**src/design/rqf_pkg.sv**
```systemverilog
// rqf_pkg: shared types and constants for the read quality filter.
// No dependencies; imported by every design file.
package rqf_pkg;

	localparam int unsigned REG_IDX_W  = 3;
	localparam int unsigned CFG_DATA_W = 17;
	localparam int unsigned QSUM_W     = 26;

	// register indexes
	localparam logic [REG_IDX_W-1:0] REG_FILTER_ENABLES    = 3'd0;
	localparam logic [REG_IDX_W-1:0] REG_QUALIFIED_QUAL    = 3'd1;
	localparam logic [REG_IDX_W-1:0] REG_UNQUAL_PCT_LIMIT  = 3'd2;
	localparam logic [REG_IDX_W-1:0] REG_AVG_QUAL_REQUIRED = 3'd3;
	localparam logic [REG_IDX_W-1:0] REG_N_BASE_LIMIT      = 3'd4;
	localparam logic [REG_IDX_W-1:0] REG_REQUIRED_LENGTH   = 3'd5;
	localparam logic [REG_IDX_W-1:0] REG_MAXIMUM_LENGTH    = 3'd6;
	localparam logic [REG_IDX_W-1:0] REG_COMPLEXITY_THR    = 3'd7;

	// verdict codes
	localparam logic [2:0] VERDICT_PASS           = 3'd0;
	localparam logic [2:0] VERDICT_TOO_SHORT      = 3'd1;
	localparam logic [2:0] VERDICT_QUALITY        = 3'd2;
	localparam logic [2:0] VERDICT_TOO_MANY_N     = 3'd3;
	localparam logic [2:0] VERDICT_TOO_LONG       = 3'd4;
	localparam logic [2:0] VERDICT_LOW_COMPLEXITY = 3'd5;

	// filter enable bits
	localparam int unsigned EN_QUALITY    = 0;
	localparam int unsigned EN_LENGTH     = 1;
	localparam int unsigned EN_COMPLEXITY = 2;

	localparam logic [7:0] PHRED_OFFSET = 8'd33;
	localparam logic [7:0] BASE_N       = 8'h4E;
	localparam logic [6:0] PERCENT_SCALE = 7'd100;

	localparam logic signed [QSUM_W-1:0] QSUM_MAX = {1'b0, {(QSUM_W-1){1'b1}}};
	localparam logic signed [QSUM_W-1:0] QSUM_MIN = {1'b1, {(QSUM_W-1){1'b0}}};

	typedef struct packed {
		logic [2:0]  enables;
		logic [7:0]  qual_char;
		logic [6:0]  pct_limit;
		logic [6:0]  avg_req;
		logic [15:0] n_limit;
		logic [15:0] min_len;
		logic [15:0] max_len;
		logic [16:0] cplx_thr;
	} cfg_t;

	localparam cfg_t CFG_RESET = '{
		enables:   3'd3,
		qual_char: 8'd48,
		pct_limit: 7'd40,
		avg_req:   7'd0,
		n_limit:   16'd5,
		min_len:   16'd15,
		max_len:   16'd0,
		cplx_thr:  17'd19661
	};

endpackage

```
**src/design/rqf_ifs.sv**
```systemverilog


interface rqf_verdict_if;
	logic       valid;
	logic       ready;
	logic [2:0] verdict;

	modport source (output valid, verdict, input ready);
	modport sink   (input valid, verdict, output ready);
endinterface


```
**src/design/rqf_judge.sv**
```systemverilog
// rqf_judge: product stage and compare stage turning final read counts into a verdict;
// the compare stage is the output register. Depends on rqf_pkg and rqf_verdict_if.
module rqf_judge import rqf_pkg::*; #(
	parameter  int unsigned CNT_W = 16,
	localparam int unsigned PW    = CNT_W + 7,
	localparam int unsigned TW    = CNT_W + 17,
	localparam int unsigned AW    = (PW > QSUM_W) ? PW : QSUM_W,
	localparam int unsigned LW    = (CNT_W > 16) ? CNT_W : 16
) (
	input  logic                     clk,
	input  logic                     arst_n,
	input  cfg_t                     regs,
	input  logic                     snap_valid,
	output logic                     snap_ready,
	input  logic [CNT_W-1:0]         snap_len,
	input  logic [CNT_W-1:0]         snap_low,
	input  logic [CNT_W-1:0]         snap_n,
	input  logic [CNT_W-1:0]         snap_chg,
	input  logic signed [QSUM_W-1:0] snap_qsum,
	rqf_verdict_if.source            results
);

	logic                     valid_s2;
	logic [PW-1:0]            low_pct_s2, lim_len_s2, req_len_s2;
	logic [TW-1:0]            thr_len_s2;
	logic [CNT_W-1:0]         len_s2, n_s2, chg_s2;
	logic signed [QSUM_W-1:0] qsum_s2;
	logic                     valid_q;
	logic [2:0]               verdict_q;

	logic       adv_s2;
	logic       fail_pct, fail_avg, fail_n, fail_short, fail_long, fail_cplx;
	logic [2:0] verdict_d;

	assign adv_s2     = valid_s2 && (!valid_q || results.ready);
	assign snap_ready = !valid_s2 || adv_s2;

	always_ff @(posedge clk or negedge arst_n) begin
		if (!arst_n)
			valid_s2 <= 1'b0;
		else if (snap_ready)
			valid_s2 <= snap_valid;
	end

	always_ff @(posedge clk) begin
		if (snap_valid && snap_ready) begin
			low_pct_s2 <= PW'(snap_low) * PW'(PERCENT_SCALE);
			lim_len_s2 <= PW'(regs.pct_limit) * PW'(snap_len);
			req_len_s2 <= PW'(regs.avg_req) * PW'(snap_len);
			thr_len_s2 <= TW'(regs.cplx_thr) * TW'(snap_len - CNT_W'(1));
			len_s2     <= snap_len;
			n_s2       <= snap_n;
			chg_s2     <= snap_chg;
			qsum_s2    <= snap_qsum;
		end
	end

	always_comb begin
		fail_pct   = low_pct_s2 > lim_len_s2;
		fail_avg   = (regs.avg_req != '0) &&
			(qsum_s2[QSUM_W-1] || ($unsigned(AW'(qsum_s2)) < AW'(req_len_s2)));
		fail_n     = LW'(n_s2) > LW'(regs.n_limit);
		fail_short = LW'(len_s2) < LW'(regs.min_len);
		fail_long  = (regs.max_len != '0) && (LW'(len_s2) > LW'(regs.max_len));
		fail_cplx  = (len_s2 <= CNT_W'(1)) || (TW'({chg_s2, 16'h0000}) < thr_len_s2);

		verdict_d = VERDICT_PASS;
		if (len_s2 == '0)
			verdict_d = VERDICT_TOO_SHORT;
		else if (regs.enables[EN_QUALITY] && (fail_pct || fail_avg))
			verdict_d = VERDICT_QUALITY;
		else if (regs.enables[EN_QUALITY] && fail_n)
			verdict_d = VERDICT_TOO_MANY_N;
		else if (regs.enables[EN_LENGTH] && fail_short)
			verdict_d = VERDICT_TOO_SHORT;
		else if (regs.enables[EN_LENGTH] && fail_long)
			verdict_d = VERDICT_TOO_LONG;
		else if (regs.enables[EN_COMPLEXITY] && fail_cplx)
			verdict_d = VERDICT_LOW_COMPLEXITY;
	end

	always_ff @(posedge clk or negedge arst_n) begin
		if (!arst_n)
			valid_q <= 1'b0;
		else if (adv_s2)
			valid_q <= 1'b1;
		else if (results.ready)
			valid_q <= 1'b0;
	end

	always_ff @(posedge clk) begin
		if (adv_s2)
			verdict_q <= verdict_d;
	end

	assign results.valid   = valid_q;
	assign results.verdict = verdict_q;

endmodule

```
**src/flat_wrapper.sv**
```systemverilog
// flat-port wrapper written by rule: the top's interface ports become plain ports
module rqf_judge_flat import rqf_pkg::*;
#(
	parameter  int unsigned CNT_W = 16,
	localparam int unsigned PW    = CNT_W + 7,
	localparam int unsigned TW    = CNT_W + 17,
	localparam int unsigned AW    = (PW > QSUM_W) ? PW : QSUM_W,
	localparam int unsigned LW    = (CNT_W > 16) ? CNT_W : 16
)
  (clk, arst_n, regs, snap_valid, snap_ready, snap_len, snap_low, snap_n, snap_chg, snap_qsum, results_valid, results_verdict, results_ready);
  rqf_verdict_if results_i ();
  input  logic clk;
  input  logic arst_n;
  input  cfg_t regs;
  input  logic snap_valid;
  output logic snap_ready;
  input  logic [CNT_W-1:0] snap_len;
  input  logic [CNT_W-1:0] snap_low;
  input  logic [CNT_W-1:0] snap_n;
  input  logic [CNT_W-1:0] snap_chg;
  input  logic signed [QSUM_W-1:0] snap_qsum;
  output wire logic [$bits(results_i.valid)-1:0] results_valid;
  output wire logic [$bits(results_i.verdict)-1:0] results_verdict;
  input wire logic [$bits(results_i.ready)-1:0] results_ready;
  assign results_valid = results_i.valid;
  assign results_verdict = results_i.verdict;
  assign results_i.ready = results_ready;
  rqf_judge #(.CNT_W(CNT_W)) u_core (.clk(clk), .arst_n(arst_n), .regs(regs), .snap_valid(snap_valid), .snap_ready(snap_ready), .snap_len(snap_len), .snap_low(snap_low), .snap_n(snap_n), .snap_chg(snap_chg), .snap_qsum(snap_qsum), .results(results_i));
endmodule
```
**config.mk**
```make
export PLATFORM = sky130hd
export DESIGN_NAME = rqf_judge_flat
export DESIGN_NICKNAME = d
export VERILOG_FILES = /design/src/design/rqf_pkg.sv /design/src/design/rqf_ifs.sv /design/src/design/rqf_judge.sv /design/src/flat_wrapper.sv
export SDC_FILE = /design/constraint.sdc
export NUM_CORES = 2
export LEC_CHECK = 0
export ABC_AREA = 1
export BUFFER_PORTS_ARGS = -buffer_cell sky130_fd_sc_hd__buf_4
export CORE_ASPECT_RATIO = 0.8
export CORE_MARGIN = 3
export CORE_UTILIZATION = 40
export CTS_CLUSTER_SIZE = 16
export DETAILED_ROUTE_END_ITERATION = 8
export PLACE_DENSITY = 0.69
export SYNTH_ARGS = -nofsm -noshare
export SYNTH_HDL_FRONTEND = slang
export SYNTH_SLANG_ARGS = --single-unit
```
**constraint.sdc**
```tcl
create_clock -name clk -period 6.02 [get_ports clk]
set_clock_uncertainty 0.2 [all_clocks]
set_input_delay 0.903 -clock clk [delete_from_list [all_inputs] [get_ports clk]]
set_output_delay 0.903 -clock clk [all_outputs]
set_load 0.005 [all_outputs]
```
==> results.sh <==
export IMPL_status="finished with violations"
export IMPL_violations="negative setup slack"
export IMPL_synth_warnings=0
export IMPL_ioPinCount=189
export IMPL_fillers=6390
export IMPL_drv_slew=0
export IMPL_path_delay_family="adder cells"
export IMPL_synth_cell_types=51
export IMPL_grt_pass1_wl_mm=120
export IMPL_core_mm2=0.0694
export IMPL_grt_usage_pct=20.4
export IMPL_required_ns=6.07
export IMPL_grt_remaining_overflow=0
export IMPL_yosysSeqAreaShare_pct=19.0
export IMPL_cpMostUsedCell="fa_1"
export IMPL_synthCells=3331
export IMPL_drt_iter0_markers=1217
export IMPL_tightest_slew_ns=0.931
export IMPL_ys_flop_type="edfxtp_1"
export IMPL_slew_headroom_pct=37.9
export IMPL_routed_wl_mm=73.0
export IMPL_nets=4676
export IMPL_htree_levels=4
export IMPL_grt_max_degree=101
export IMPL_cp_slowest_cell="fa_1"
export IMPL_synth_edf_count=177
export IMPL_clk_insertion_delay_late_ns=0.49
export IMPL_synth_top_area_cell="fa_1"
export IMPL_endpoint_kind="flop"
export IMPL_worst_slack_ns=-0.586
export IMPL_cp_start_kind="primary input"
export IMPL_vias=22690
export IMPL_syn_to_final_growth_pct=24.2
export IMPL_dr_pass1_iters=5
export IMPL_synth_area_top_cells="fa_1 (31%), edfxtp_1 (19%), ha_1 (14%)"
export IMPL_dp_worst_setup_slack_ns=-1.34
export IMPL_arrival_ns=6.66
export IMPL_root_buffer="clkbuf_16"
export IMPL_start_util_pct=40.8
export IMPL_reg2reg_from="u_core.chg_s2[8]"
export IMPL_drtAntennaViolNets=0
export IMPL_cts_tree="yes"
export IMPL_die_h_um=244
export IMPL_synth_common_cells="inv_1 (858), nand2_1 (707), fa_1 (439)"
export IMPL_yosysMostFrequentCell="inv_1"
export IMPL_rsz0062_at_grt="yes"
export IMPL_place_hpwl_mm=60.5
export IMPL_synth_area_mm2=0.0283
export IMPL_min_from="u_core.valid_s2"
export IMPL_grt_antenna_before_repair=2
export IMPL_finalSetupViolations=23
export IMPL_synth_nets=4264
export IMPL_ys_ff_latch=179
export IMPL_numPortBuffers=180
export IMPL_fmax_mhz=151
export IMPL_fin_setup_tns_ns=-9.06
export IMPL_async_flop_share_pct=1.12
export IMPL_clock_sinks=179
export IMPL_final_min_clock_period_ns=6.61
export IMPL_whs_ns=0.294
export IMPL_drv_cap=0
export IMPL_dieArea_mm2=0.0740
export IMPL_design_area_mm2=0.0351
export IMPL_hold_class="flop to flop"
export IMPL_worstSetupStartpoint="snap_len[0]"
export IMPL_drc=0
export IMPL_hold_viol_final=0
export IMPL_clock_path_buffers=2
export IMPL_cpPeakStageDelay_ns=0.63
export IMPL_worst_path_buf_inv=10
export IMPL_critPathMaxFanout=7
export IMPL_diodes=0
export IMPL_numCtsBuffers=17
export IMPL_drive_above_1_share_pct=21.9
export IMPL_syn_area_per_cell_um2=8.49
export IMPL_wl_per_cell_um=15.6
export IMPL_path_clk_slew_ns=0.08
export IMPL_gp_congestion=0.955
export IMPL_dieWidth_um=303
export IMPL_crit_type="primary input to flop"
export IMPL_fin_crit_sh_pct=110
export IMPL_postPlaceCellArea_mm2=0.0328
export IMPL_first_global_vias=23380
export IMPL_synth_top_area_share_pct=31.1
export IMPL_num_rows=86
export IMPL_vias_per_cell=4.85
[tightest hold or removal path, cell delays in order (launching register included)]
cell and delay (ns):
dfrtp_1 0.35, inv_1 0.05, nand2_1 0.06
[what timing repair did]
action	in CTS	in global routing
gates resized for setup	259	87
pin swaps	166	74
endpoints found under the setup margin	22	24
hold buffers	1	0
hold endpoints to repair	2	0
setup buffers	40	12
cloned	0	0
[area by class of cell]
class | instances | area [µm²] | area share [%]
Clock inverter | 15 | 156 | 0.445
Sequential cell | 179 | 5370 | 15.3
Inverter | 879 | 3390 | 9.65
Multi-Input combinational cell | 2191 | 20800 | 59.1
Clock buffer | 17 | 425 | 1.21
Tap cell | 924 | 1160 | 3.29
Timing Repair Buffer | 475 | 3860 | 11.0
[flip-flops by register name (all words and copies together) (netlist names)]
signal / count
u_core.req_len_s2: 23
u_core.len_s2: 16
u_core.results.valid: 1
u_core.qsum_s2: 26
u_core.lim_len_s2: 23
u_core.results.verdict: 3
u_core.low_pct_s2: 21
u_core.thr_len_s2: 33
u_core.valid_s2: 1
u_core.n_s2: 16
u_core.chg_s2: 16
[per-stage QoR]
| step | util, % | instances |
|---|---|---|
| 3_3_place_gp | 47.3 | 4600 |
| 2_1_floorplan | - | 3331 |
| 4_1_cts | 50.0 | 4671 |
| 6_report | 50.6 | 4680 |
| 3_5_place_dp | 47.3 | 4600 |
| 5_1_grt | 50.6 | 4680 |
[metal layers]
layer  wire (µm)  global-route usage [%]
met3        6420                    5.00
met2       33100                    32.3
met5          22                       0
met1       32300                    28.4
met4        1200                    4.53
[layout by cell type (no fill, tap or decap), types with 56 or more instances in the layout]
cell type	Yosys	routed
a21oi_1	140	116
buf_4	0	422
edfxtp_1	177	177
fa_1	439	428
ha_1	310	283
inv_1	858	798
inv_2	12	59
nand2_1	707	644
nand3_1	68	56
nor2_1	246	203
xor2_1	61	56
[path summary, 6_finish.rpt]
| path | slack (ns) | endpoint | cells after the start |
|---|---|---|---|
| worst max-delay path | -0.59 | u_core.thr_len_s2[32] | 30 |
| min in group asynchronous | 0.53 | u_core.results.valid | 2 |
| worst min register to register | 0.29 | u_core.results.valid | 2 |
| worst max register to register | 3.38 | u_core.results.verdict[0] | 12 |
| max in group asynchronous | 5.00 | u_core.valid_s2 | 2 |
| worst min-delay path | 0.29 | u_core.results.valid | 2 |
[cell families after synthesis]
family	count (synthesis)	share of synthesized area, %
simple gates	1102	15.7
xor+xnor	84	2.60
fa+ha+maj	749	44.8
flops	179	19.0
compound gates	256	4.99
buf+inv	961	12.9
Power is not shown: default switching activity piles up to over one toggle a cycle in this logic, so the estimate is an artifact.
