### src/design/rqf_pkg.sv
// rqf_pkg: shared types and constants for the read quality filter.
// No dependencies; imported by every design file.
package rqf_pkg;

	localparam int unsigned REG_IDX_W  = 3;
	localparam int unsigned CFG_DATA_W = 17;
	localparam int unsigned QSUM_W     = 26;

	// register indexes
	localparam logic [REG_IDX_W-1:0] REG_FILTER_ENABLES    = 3'd0;
	localparam logic [REG_IDX_W-1:0] REG_QUALIFIED_QUAL    = 3'd1;
	localparam logic [REG_IDX_W-1:0] REG_UNQUAL_PCT_LIMIT  = 3'd2;
	localparam logic [REG_IDX_W-1:0] REG_AVG_QUAL_REQUIRED = 3'd3;
	localparam logic [REG_IDX_W-1:0] REG_N_BASE_LIMIT      = 3'd4;
	localparam logic [REG_IDX_W-1:0] REG_REQUIRED_LENGTH   = 3'd5;
	localparam logic [REG_IDX_W-1:0] REG_MAXIMUM_LENGTH    = 3'd6;
	localparam logic [REG_IDX_W-1:0] REG_COMPLEXITY_THR    = 3'd7;

	// verdict codes
	localparam logic [2:0] VERDICT_PASS           = 3'd0;
	localparam logic [2:0] VERDICT_TOO_SHORT      = 3'd1;
	localparam logic [2:0] VERDICT_QUALITY        = 3'd2;
	localparam logic [2:0] VERDICT_TOO_MANY_N     = 3'd3;
	localparam logic [2:0] VERDICT_TOO_LONG       = 3'd4;
	localparam logic [2:0] VERDICT_LOW_COMPLEXITY = 3'd5;

	// filter enable bits
	localparam int unsigned EN_QUALITY    = 0;
	localparam int unsigned EN_LENGTH     = 1;
	localparam int unsigned EN_COMPLEXITY = 2;

	localparam logic [7:0] PHRED_OFFSET = 8'd33;
	localparam logic [7:0] BASE_N       = 8'h4E;
	localparam logic [6:0] PERCENT_SCALE = 7'd100;

	localparam logic signed [QSUM_W-1:0] QSUM_MAX = {1'b0, {(QSUM_W-1){1'b1}}};
	localparam logic signed [QSUM_W-1:0] QSUM_MIN = {1'b1, {(QSUM_W-1){1'b0}}};

	typedef struct packed {
		logic [2:0]  enables;
		logic [7:0]  qual_char;
		logic [6:0]  pct_limit;
		logic [6:0]  avg_req;
		logic [15:0] n_limit;
		logic [15:0] min_len;
		logic [15:0] max_len;
		logic [16:0] cplx_thr;
	} cfg_t;

	localparam cfg_t CFG_RESET = '{
		enables:   3'd3,
		qual_char: 8'd48,
		pct_limit: 7'd40,
		avg_req:   7'd0,
		n_limit:   16'd5,
		min_len:   16'd15,
		max_len:   16'd0,
		cplx_thr:  17'd19661
	};

endpackage

### src/design/rqf_ifs.sv
// Channel interfaces of the read quality filter: base items, verdicts, register writes.
// Depends on rqf_pkg.
interface rqf_item_if;
	logic       valid;
	logic       ready;
	logic [7:0] base_char;
	logic [7:0] quality_char;
	logic       last_base;
	logic       empty_read;

	modport source (output valid, base_char, quality_char, last_base, empty_read, input ready);
	modport sink   (input valid, base_char, quality_char, last_base, empty_read, output ready);
endinterface


### src/design/rqf_accum.sv
// rqf_accum: per-read counters updated on every accepted base until the length count saturates;
// snapshot register holding the final counts of a finished read. Depends on rqf_pkg and rqf_item_if.
module rqf_accum import rqf_pkg::*; #(
	parameter  int unsigned MAX_READ_LEN = 65535,
	localparam int unsigned CNT_W        = $clog2(MAX_READ_LEN + 1)
) (
	input  logic                     clk,
	input  logic                     arst_n,
	rqf_item_if.sink                 items,
	input  cfg_t                     regs,
	output logic                     snap_valid,
	input  logic                     snap_ready,
	output logic [CNT_W-1:0]         snap_len,
	output logic [CNT_W-1:0]         snap_low,
	output logic [CNT_W-1:0]         snap_n,
	output logic [CNT_W-1:0]         snap_chg,
	output logic signed [QSUM_W-1:0] snap_qsum
);

	localparam logic [CNT_W-1:0] MAX_CNT = CNT_W'(MAX_READ_LEN);

	logic [CNT_W-1:0]         len_q, low_q, n_q, chg_q;
	logic signed [QSUM_W-1:0] qsum_q;
	logic [7:0]               prev_q;
	logic                     snap_valid_q;
	logic [CNT_W-1:0]         len_s1, low_s1, n_s1, chg_s1;
	logic signed [QSUM_W-1:0] qsum_s1;

	logic [CNT_W-1:0]         len_nxt, low_nxt, n_nxt, chg_nxt;
	logic signed [QSUM_W-1:0] qsum_nxt;
	logic [7:0]               prev_nxt;
	logic signed [9:0]        qual_delta;
	logic signed [QSUM_W:0]   qsum_wide;
	logic                     take, finish;

	assign items.ready = !snap_valid_q || snap_ready;
	assign take        = items.valid && items.ready;
	assign finish      = take && (items.empty_read || items.last_base);

	assign qual_delta = $signed({2'b00, items.quality_char}) - $signed({2'b00, PHRED_OFFSET});
	assign qsum_wide  = (QSUM_W+1)'(qsum_q) + (QSUM_W+1)'(qual_delta);

	always_comb begin
		len_nxt  = len_q;
		low_nxt  = low_q;
		n_nxt    = n_q;
		chg_nxt  = chg_q;
		qsum_nxt = qsum_q;
		prev_nxt = prev_q;
		if (len_q != MAX_CNT) begin
			len_nxt  = len_q + CNT_W'(1);
			prev_nxt = items.base_char;
			if (len_q != '0 && items.base_char != prev_q)
				chg_nxt = chg_q + CNT_W'(1);
			if (items.quality_char < regs.qual_char)
				low_nxt = low_q + CNT_W'(1);
			if (items.base_char == BASE_N)
				n_nxt = n_q + CNT_W'(1);
			if (qsum_wide[QSUM_W] != qsum_wide[QSUM_W-1])
				qsum_nxt = qsum_wide[QSUM_W] ? QSUM_MIN : QSUM_MAX;
			else
				qsum_nxt = qsum_wide[QSUM_W-1:0];
		end
	end

	always_ff @(posedge clk or negedge arst_n) begin
		if (!arst_n) begin
			len_q  <= '0;
			low_q  <= '0;
			n_q    <= '0;
			chg_q  <= '0;
			qsum_q <= '0;
			prev_q <= '0;
		end else if (take) begin
			if (items.empty_read || items.last_base) begin
				len_q  <= '0;
				low_q  <= '0;
				n_q    <= '0;
				chg_q  <= '0;
				qsum_q <= '0;
				prev_q <= '0;
			end else begin
				len_q  <= len_nxt;
				low_q  <= low_nxt;
				n_q    <= n_nxt;
				chg_q  <= chg_nxt;
				qsum_q <= qsum_nxt;
				prev_q <= prev_nxt;
			end
		end
	end

	always_ff @(posedge clk or negedge arst_n) begin
		if (!arst_n)
			snap_valid_q <= 1'b0;
		else if (finish)
			snap_valid_q <= 1'b1;
		else if (snap_ready)
			snap_valid_q <= 1'b0;
	end

	// empty read: zero length, decides as too short
	always_ff @(posedge clk) begin
		if (finish) begin
			if (items.empty_read) begin
				len_s1  <= '0;
				low_s1  <= '0;
				n_s1    <= '0;
				chg_s1  <= '0;
				qsum_s1 <= '0;
			end else begin
				len_s1  <= len_nxt;
				low_s1  <= low_nxt;
				n_s1    <= n_nxt;
				chg_s1  <= chg_nxt;
				qsum_s1 <= qsum_nxt;
			end
		end
	end

	assign snap_valid = snap_valid_q;
	assign snap_len   = len_s1;
	assign snap_low   = low_s1;
	assign snap_n     = n_s1;
	assign snap_chg   = chg_s1;
	assign snap_qsum  = qsum_s1;

endmodule

### src/flat_wrapper.sv
// flat-port wrapper written by rule: the top's interface ports become plain ports
module rqf_accum_flat import rqf_pkg::*;
#(
	parameter  int unsigned MAX_READ_LEN = 65535,
	localparam int unsigned CNT_W        = $clog2(MAX_READ_LEN + 1)
)
  (clk, arst_n, regs, snap_valid, snap_ready, snap_len, snap_low, snap_n, snap_chg, snap_qsum, items_valid, items_base_char, items_quality_char, items_last_base, items_empty_read, items_ready);
  rqf_item_if items_i ();
  input  logic clk;
  input  logic arst_n;
  input  cfg_t regs;
  output logic snap_valid;
  input  logic snap_ready;
  output logic [CNT_W-1:0] snap_len;
  output logic [CNT_W-1:0] snap_low;
  output logic [CNT_W-1:0] snap_n;
  output logic [CNT_W-1:0] snap_chg;
  output logic signed [QSUM_W-1:0] snap_qsum;
  input wire logic [$bits(items_i.valid)-1:0] items_valid;
  input wire logic [$bits(items_i.base_char)-1:0] items_base_char;
  input wire logic [$bits(items_i.quality_char)-1:0] items_quality_char;
  input wire logic [$bits(items_i.last_base)-1:0] items_last_base;
  input wire logic [$bits(items_i.empty_read)-1:0] items_empty_read;
  output wire logic [$bits(items_i.ready)-1:0] items_ready;
  assign items_i.valid = items_valid;
  assign items_i.base_char = items_base_char;
  assign items_i.quality_char = items_quality_char;
  assign items_i.last_base = items_last_base;
  assign items_i.empty_read = items_empty_read;
  assign items_ready = items_i.ready;
  rqf_accum #(.MAX_READ_LEN(MAX_READ_LEN)) u_core (.clk(clk), .arst_n(arst_n), .items(items_i), .regs(regs), .snap_valid(snap_valid), .snap_ready(snap_ready), .snap_len(snap_len), .snap_low(snap_low), .snap_n(snap_n), .snap_chg(snap_chg), .snap_qsum(snap_qsum));
endmodule
### config.mk
export PLATFORM = sky130hd
export DESIGN_NAME = rqf_accum_flat
export DESIGN_NICKNAME = d
export VERILOG_FILES = /design/src/design/rqf_pkg.sv /design/src/design/rqf_ifs.sv /design/src/design/rqf_accum.sv /design/src/flat_wrapper.sv
export SDC_FILE = /design/constraint.sdc
export NUM_CORES = 1
export LEC_CHECK = 0
export ABC_AREA = 1
export BUFFER_PORTS_ARGS = -buffer_cell sky130_fd_sc_hd__buf_2
export CELL_PAD_IN_SITES_DETAIL_PLACEMENT = 0
export CELL_PAD_IN_SITES_GLOBAL_PLACEMENT = 1
export CORE_ASPECT_RATIO = 0.6
export CORE_MARGIN = 10
export CORE_UTILIZATION = 28
export CTS_CLUSTER_DIAMETER = 40
export DETAILED_ROUTE_END_ITERATION = 8
export GPL_TIMING_DRIVEN = 0
export PLACE_DENSITY = 0.55
export SYNTH_ARGS = -nofsm -noshare
export SYNTH_HDL_FRONTEND = slang
export SYNTH_SLANG_ARGS = --single-unit
### constraint.sdc
create_clock -name clk -period 10.5 [get_ports clk]
set_clock_uncertainty 0.1 [all_clocks]
set_input_delay 1.575 -clock clk [delete_from_list [all_inputs] [get_ports clk]]
set_output_delay 1.575 -clock clk [all_outputs]
set_load 0.005 [all_outputs]
==> results.py <==
metrics = {
    "clock_tree": {
        "cts-buffers-inserted": 17,
        "root_buffer": "clkbuf_16",
        "cts_max_level": 4,
        "holdBufCountCts": 0,
        "clock_latency_ps": 460,
        "cts_buffer_depth": 2,
        "path_clk_slew_ps": 80,
        "post-cts-setup-buffers": 0,
        "cts_tree": "yes",
        "cts_resized": 0,
        "cts_num_sinks": 189,
    },
    "global_route": {
        "track_usage_pct": 15.64,
        "antenna_found_initial": 0,
        "grt_max_degree": 69,
        "grt_pass1_vias": 9852,
        "grt_first_pass_wirelength_um": 59700,
        "gr-total-overflow": 0,
    },
    "logic_synthesis": {
        "async_flop_share_pct": 52.38,
        "syn_area_um2": 11440,
        "ys_seq_area_share_pct": 45.29,
        "ys_ff_latch": 189,
        "yosys-top-cells-area": "edfxtp_1, dfrtp_1, nand2_1",
        "synth_top_area_share_pct": 23.63,
        "synth_edf_count": 90,
        "syn_avg_cell_area_um2": 7.878,
        "yosysMostFrequentCell": "nand2_1",
        "yosys_warnings": 0,
        "ys_top_cells_by_count": "nand2_1, inv_1, nor2_1",
        "ys.flop_type": "dfrtp_1",
        "yosysUniqueCellTypes": 43,
        "syn_nets": 1605,
        "synth_area_leader_cell": "edfxtp_1",
        "syn_inst": 1452,
    },
    "die": {
        "die_height_um": 176.6,
        "start_util_pct": 28.34,
        "rows": 57,
        "io_pins": 204,
        "core-area_um2": 40370,
        "die_w_um": 280.9,
        "dieArea_um2": 49600,
    },
    "drt": {
        "via_count": 10090,
        "dr.pass1.iters": 7,
        "drt_iter0_drc": 802,
        "drcViolationCount": 0,
        "postRouteAntennaNets": 0,
        "drt_wl_total_um": 38450,
        "wire_per_inst_um": 17.96,
        "viasPerCell": 4.714,
    },
    "sta": {
        "max_clock_freq_mhz": 198.0,
        "slew_headroom_pct": 39.49,
        "grt_setup_unrepaired": "false",
        "timing.final.ws_setup_ps": 5449,
        "setup_viol": 0,
        "slew_violations": 0,
        "finalCritPeriodShare_pct": 48.11,
        "hold_viol_final": 0,
        "min_period_ps": 5051,
        "max_slew.worst_pin.slew_ps": 907.6,
        "fin_tns_setup_ps": 0,
    },
    "final_layout": {
        "layout-drive-gt1-share_pct": 14.16,
        "diodes": 0,
        "post-route-util_pct": 33.32,
        "nFillCells": 4344,
        "nets": 1750,
        "area_delta_synth_final_pct": 17.60,
    },
    "power": {
        "irDropWorstVdd_v": 0.00009457,
        "power_density_nw_per_um2": 139.0,
        "finalPower_mw": 1.870,
        "leakage_nw": 6.344,
    },
    "min_path": {
        "min_from": "u_core.qsum_q[16]$_DFFE_PN0P_",
        "holdPathEnd": "u_core.qsum_q[16]$_DFFE_PN0P_",
        "whs_path_depth": 2,
        "min_path_type": "flop to flop",
    },
    "worst_setup_path": {
        "path_buf_inv": 4,
        "r2r_start": "u_core.snap_valid$_DFFE_PN0P_",
        "r2r_end": "u_core.chg_q[13]$_DFFE_PN0P_",
        "crit_required_ps": 10580,
        "arrival_ps": 5130,
        "path_cells": "buf_2 -> inv_1 -> ha_1 -> nand4_1 -> a21o_1 -> nor2_2 -> buf_8 -> ha_1 -> a21oi_1 -> and2_1 -> nand2_1 -> a21oi_2 -> nand2_1 -> nand2_1 -> nand2_1 -> a21oi_4 -> buf_6 -> nand2_1 -> nand2_1 -> nor2_1",
        "r2r_cells": 9,
        "cp_max_fo": 15,
        "crit_top_cell": "nand2_1",
        "cpPeakStageDelay_ps": 350,
        "critPathLaunchType": "primary input",
        "rrSetupSlack_ps": 7380,
        "crit_family": "simple AND/OR/NAND/NOR gates",
        "setup.worst_path.end_class": "flop",
        "critPathKind": "primary input to flop",
        "cpMaxStageDelayCell": "a21oi_4",
        "path_depth": 20,
    },
    "placement": {
        "portBuffers": 121,
        "hpwl_um": 30030,
        "place_congestion": 0.8714,
        "dp_slack_ps": 4994,
    },
    "run": {
        "cap_violations": 0,
    },
    "run_status": {
        "outcome": "finished, final reports clean",
    },
}
-- power breakdown --
part	internal (mW)	leakage [nW]	total [mW]	switching, mW
Sequential	0.822	2.25	0.843	0.0218
Combinational	0.102	3.79	0.318	0.216
Clock	0.365	0.305	0.709	0.344
Total	1.29	6.34	1.87	0.581
-- flip-flops by register name, summed over array words and instances, names as in the netlist --
register,flops
u_core.snap_chg,16
u_core.snap_n,16
u_core.low_q,16
u_core.snap_len,16
u_core.prev_q,8
u_core.qsum_q,26
u_core.snap_valid,1
u_core.n_q,16
u_core.chg_q,16
u_core.len_q,16
u_core.snap_qsum,26
u_core.snap_low,16
-- how the worst max path moves through the flow --
| stage | slack (ps) | startpoint | endpoint |
|---|---|---|---|
| after global placement | 1130 | snap_ready | u_core.snap_chg[9]$_SDFFCE_PP0P_ |
| after floorplan | 4080 | snap_ready | u_core.snap_chg[0]$_SDFFCE_PP0P_ |
| after global routing | 5100 | items_quality_char[0] | u_core.snap_qsum[22]$_SDFFCE_PP0P_ |
| final | 5450 | items_quality_char[0] | u_core.snap_qsum[22]$_SDFFCE_PP0P_ |
| after detailed placement | 4990 | items_quality_char[0] | u_core.snap_qsum[22]$_SDFFCE_PP0P_ |
| after CTS | 5470 | items_quality_char[0] | u_core.snap_qsum[22]$_SDFFCE_PP0P_ |
-- per-stage QoR --
| step | instance area [um2] | cells | hold slack [ps] |
|---|---|---|---|
| 2_1_floorplan | 11440 | 1452 | 367.2 |
| 3_3_place_gp | 12710 | 2104 | 392.9 |
| 3_5_place_dp | 12830 | 2109 | 394.8 |
| 4_1_cts | 13450 | 2141 | 419.5 |
| 5_1_grt | 13450 | 2141 | 437.4 |
| 6_report | 13450 | 2141 | 414.6 |
-- layout by cell type, fill, tap and decap left out, types with 6 or more instances in the layout --
master / Yosys / layout
nand4_1: 18 / 18
dfrtp_1: 99 / 99
nand3_1: 94 / 94
o21ai_1: 13 / 13
and2_1: 12 / 12
o21bai_1: 7 / 7
o22ai_1: 41 / 41
inv_2: 6 / 6
edfxtp_1: 90 / 90
o21ai_0: 38 / 38
nor3_1: 32 / 32
nand2_1: 445 / 445
a21oi_1: 41 / 41
ha_1: 40 / 40
nor2_1: 137 / 135
buf_2: 4 / 124
xor2_1: 60 / 60
nor4_1: 11 / 11
xnor2_1: 11 / 11
clkbuf_1: 25 / 25
or2_2: 32 / 32
clkbuf_16: 0 / 17
inv_1: 154 / 154
-- cells by family (layout without fill, tap and decap cells) --
family | count (synthesis) | in the layout | share of synthesized area, %
AOI/OAI and AO/OA | 148 | 148 | 7.351
xor gates and xnor gates | 71 | 71 | 5.436
adders and majority gates | 41 | 41 | 4.550
buffers and inverters | 198 | 356 | 6.804
DFF | 189 | 189 | 45.29
muxes | 2 | 2 | 0.1750
and+or+nand+nor | 803 | 803 | 30.40
-- cell type report --
type / count / area (um2) / share of cell area (%)
Clock inverter: 15 / 198.9 / 1.479
Multi-Input combinational cell: 1065 / 5490 / 40.81
Inverter: 160 / 600.6 / 4.465
Clock buffer: 17 / 425.4 / 3.162
Buffer: 38 / 177.7 / 1.321
Sequential cell: 189 / 5180 / 38.51
Tap cell: 531 / 664.4 / 4.939
Timing Repair Buffer: 126 / 714.4 / 5.311
-- worst min-delay path, stage by stage, from the launching register on --
cell and delay, ps:
dfrtp_1 370, nand2_1 60, nand2_1 60
-- per-layer routing --
layer	share of wire, %	global-route usage (%)	wire [um]
met1	56	24.96	21520
met2	38	21.11	14600
met3	5.6	3.177	2144
met4	0.46	2.255	178
met5	0	0	0
Power figures use the tool's default switching activity.
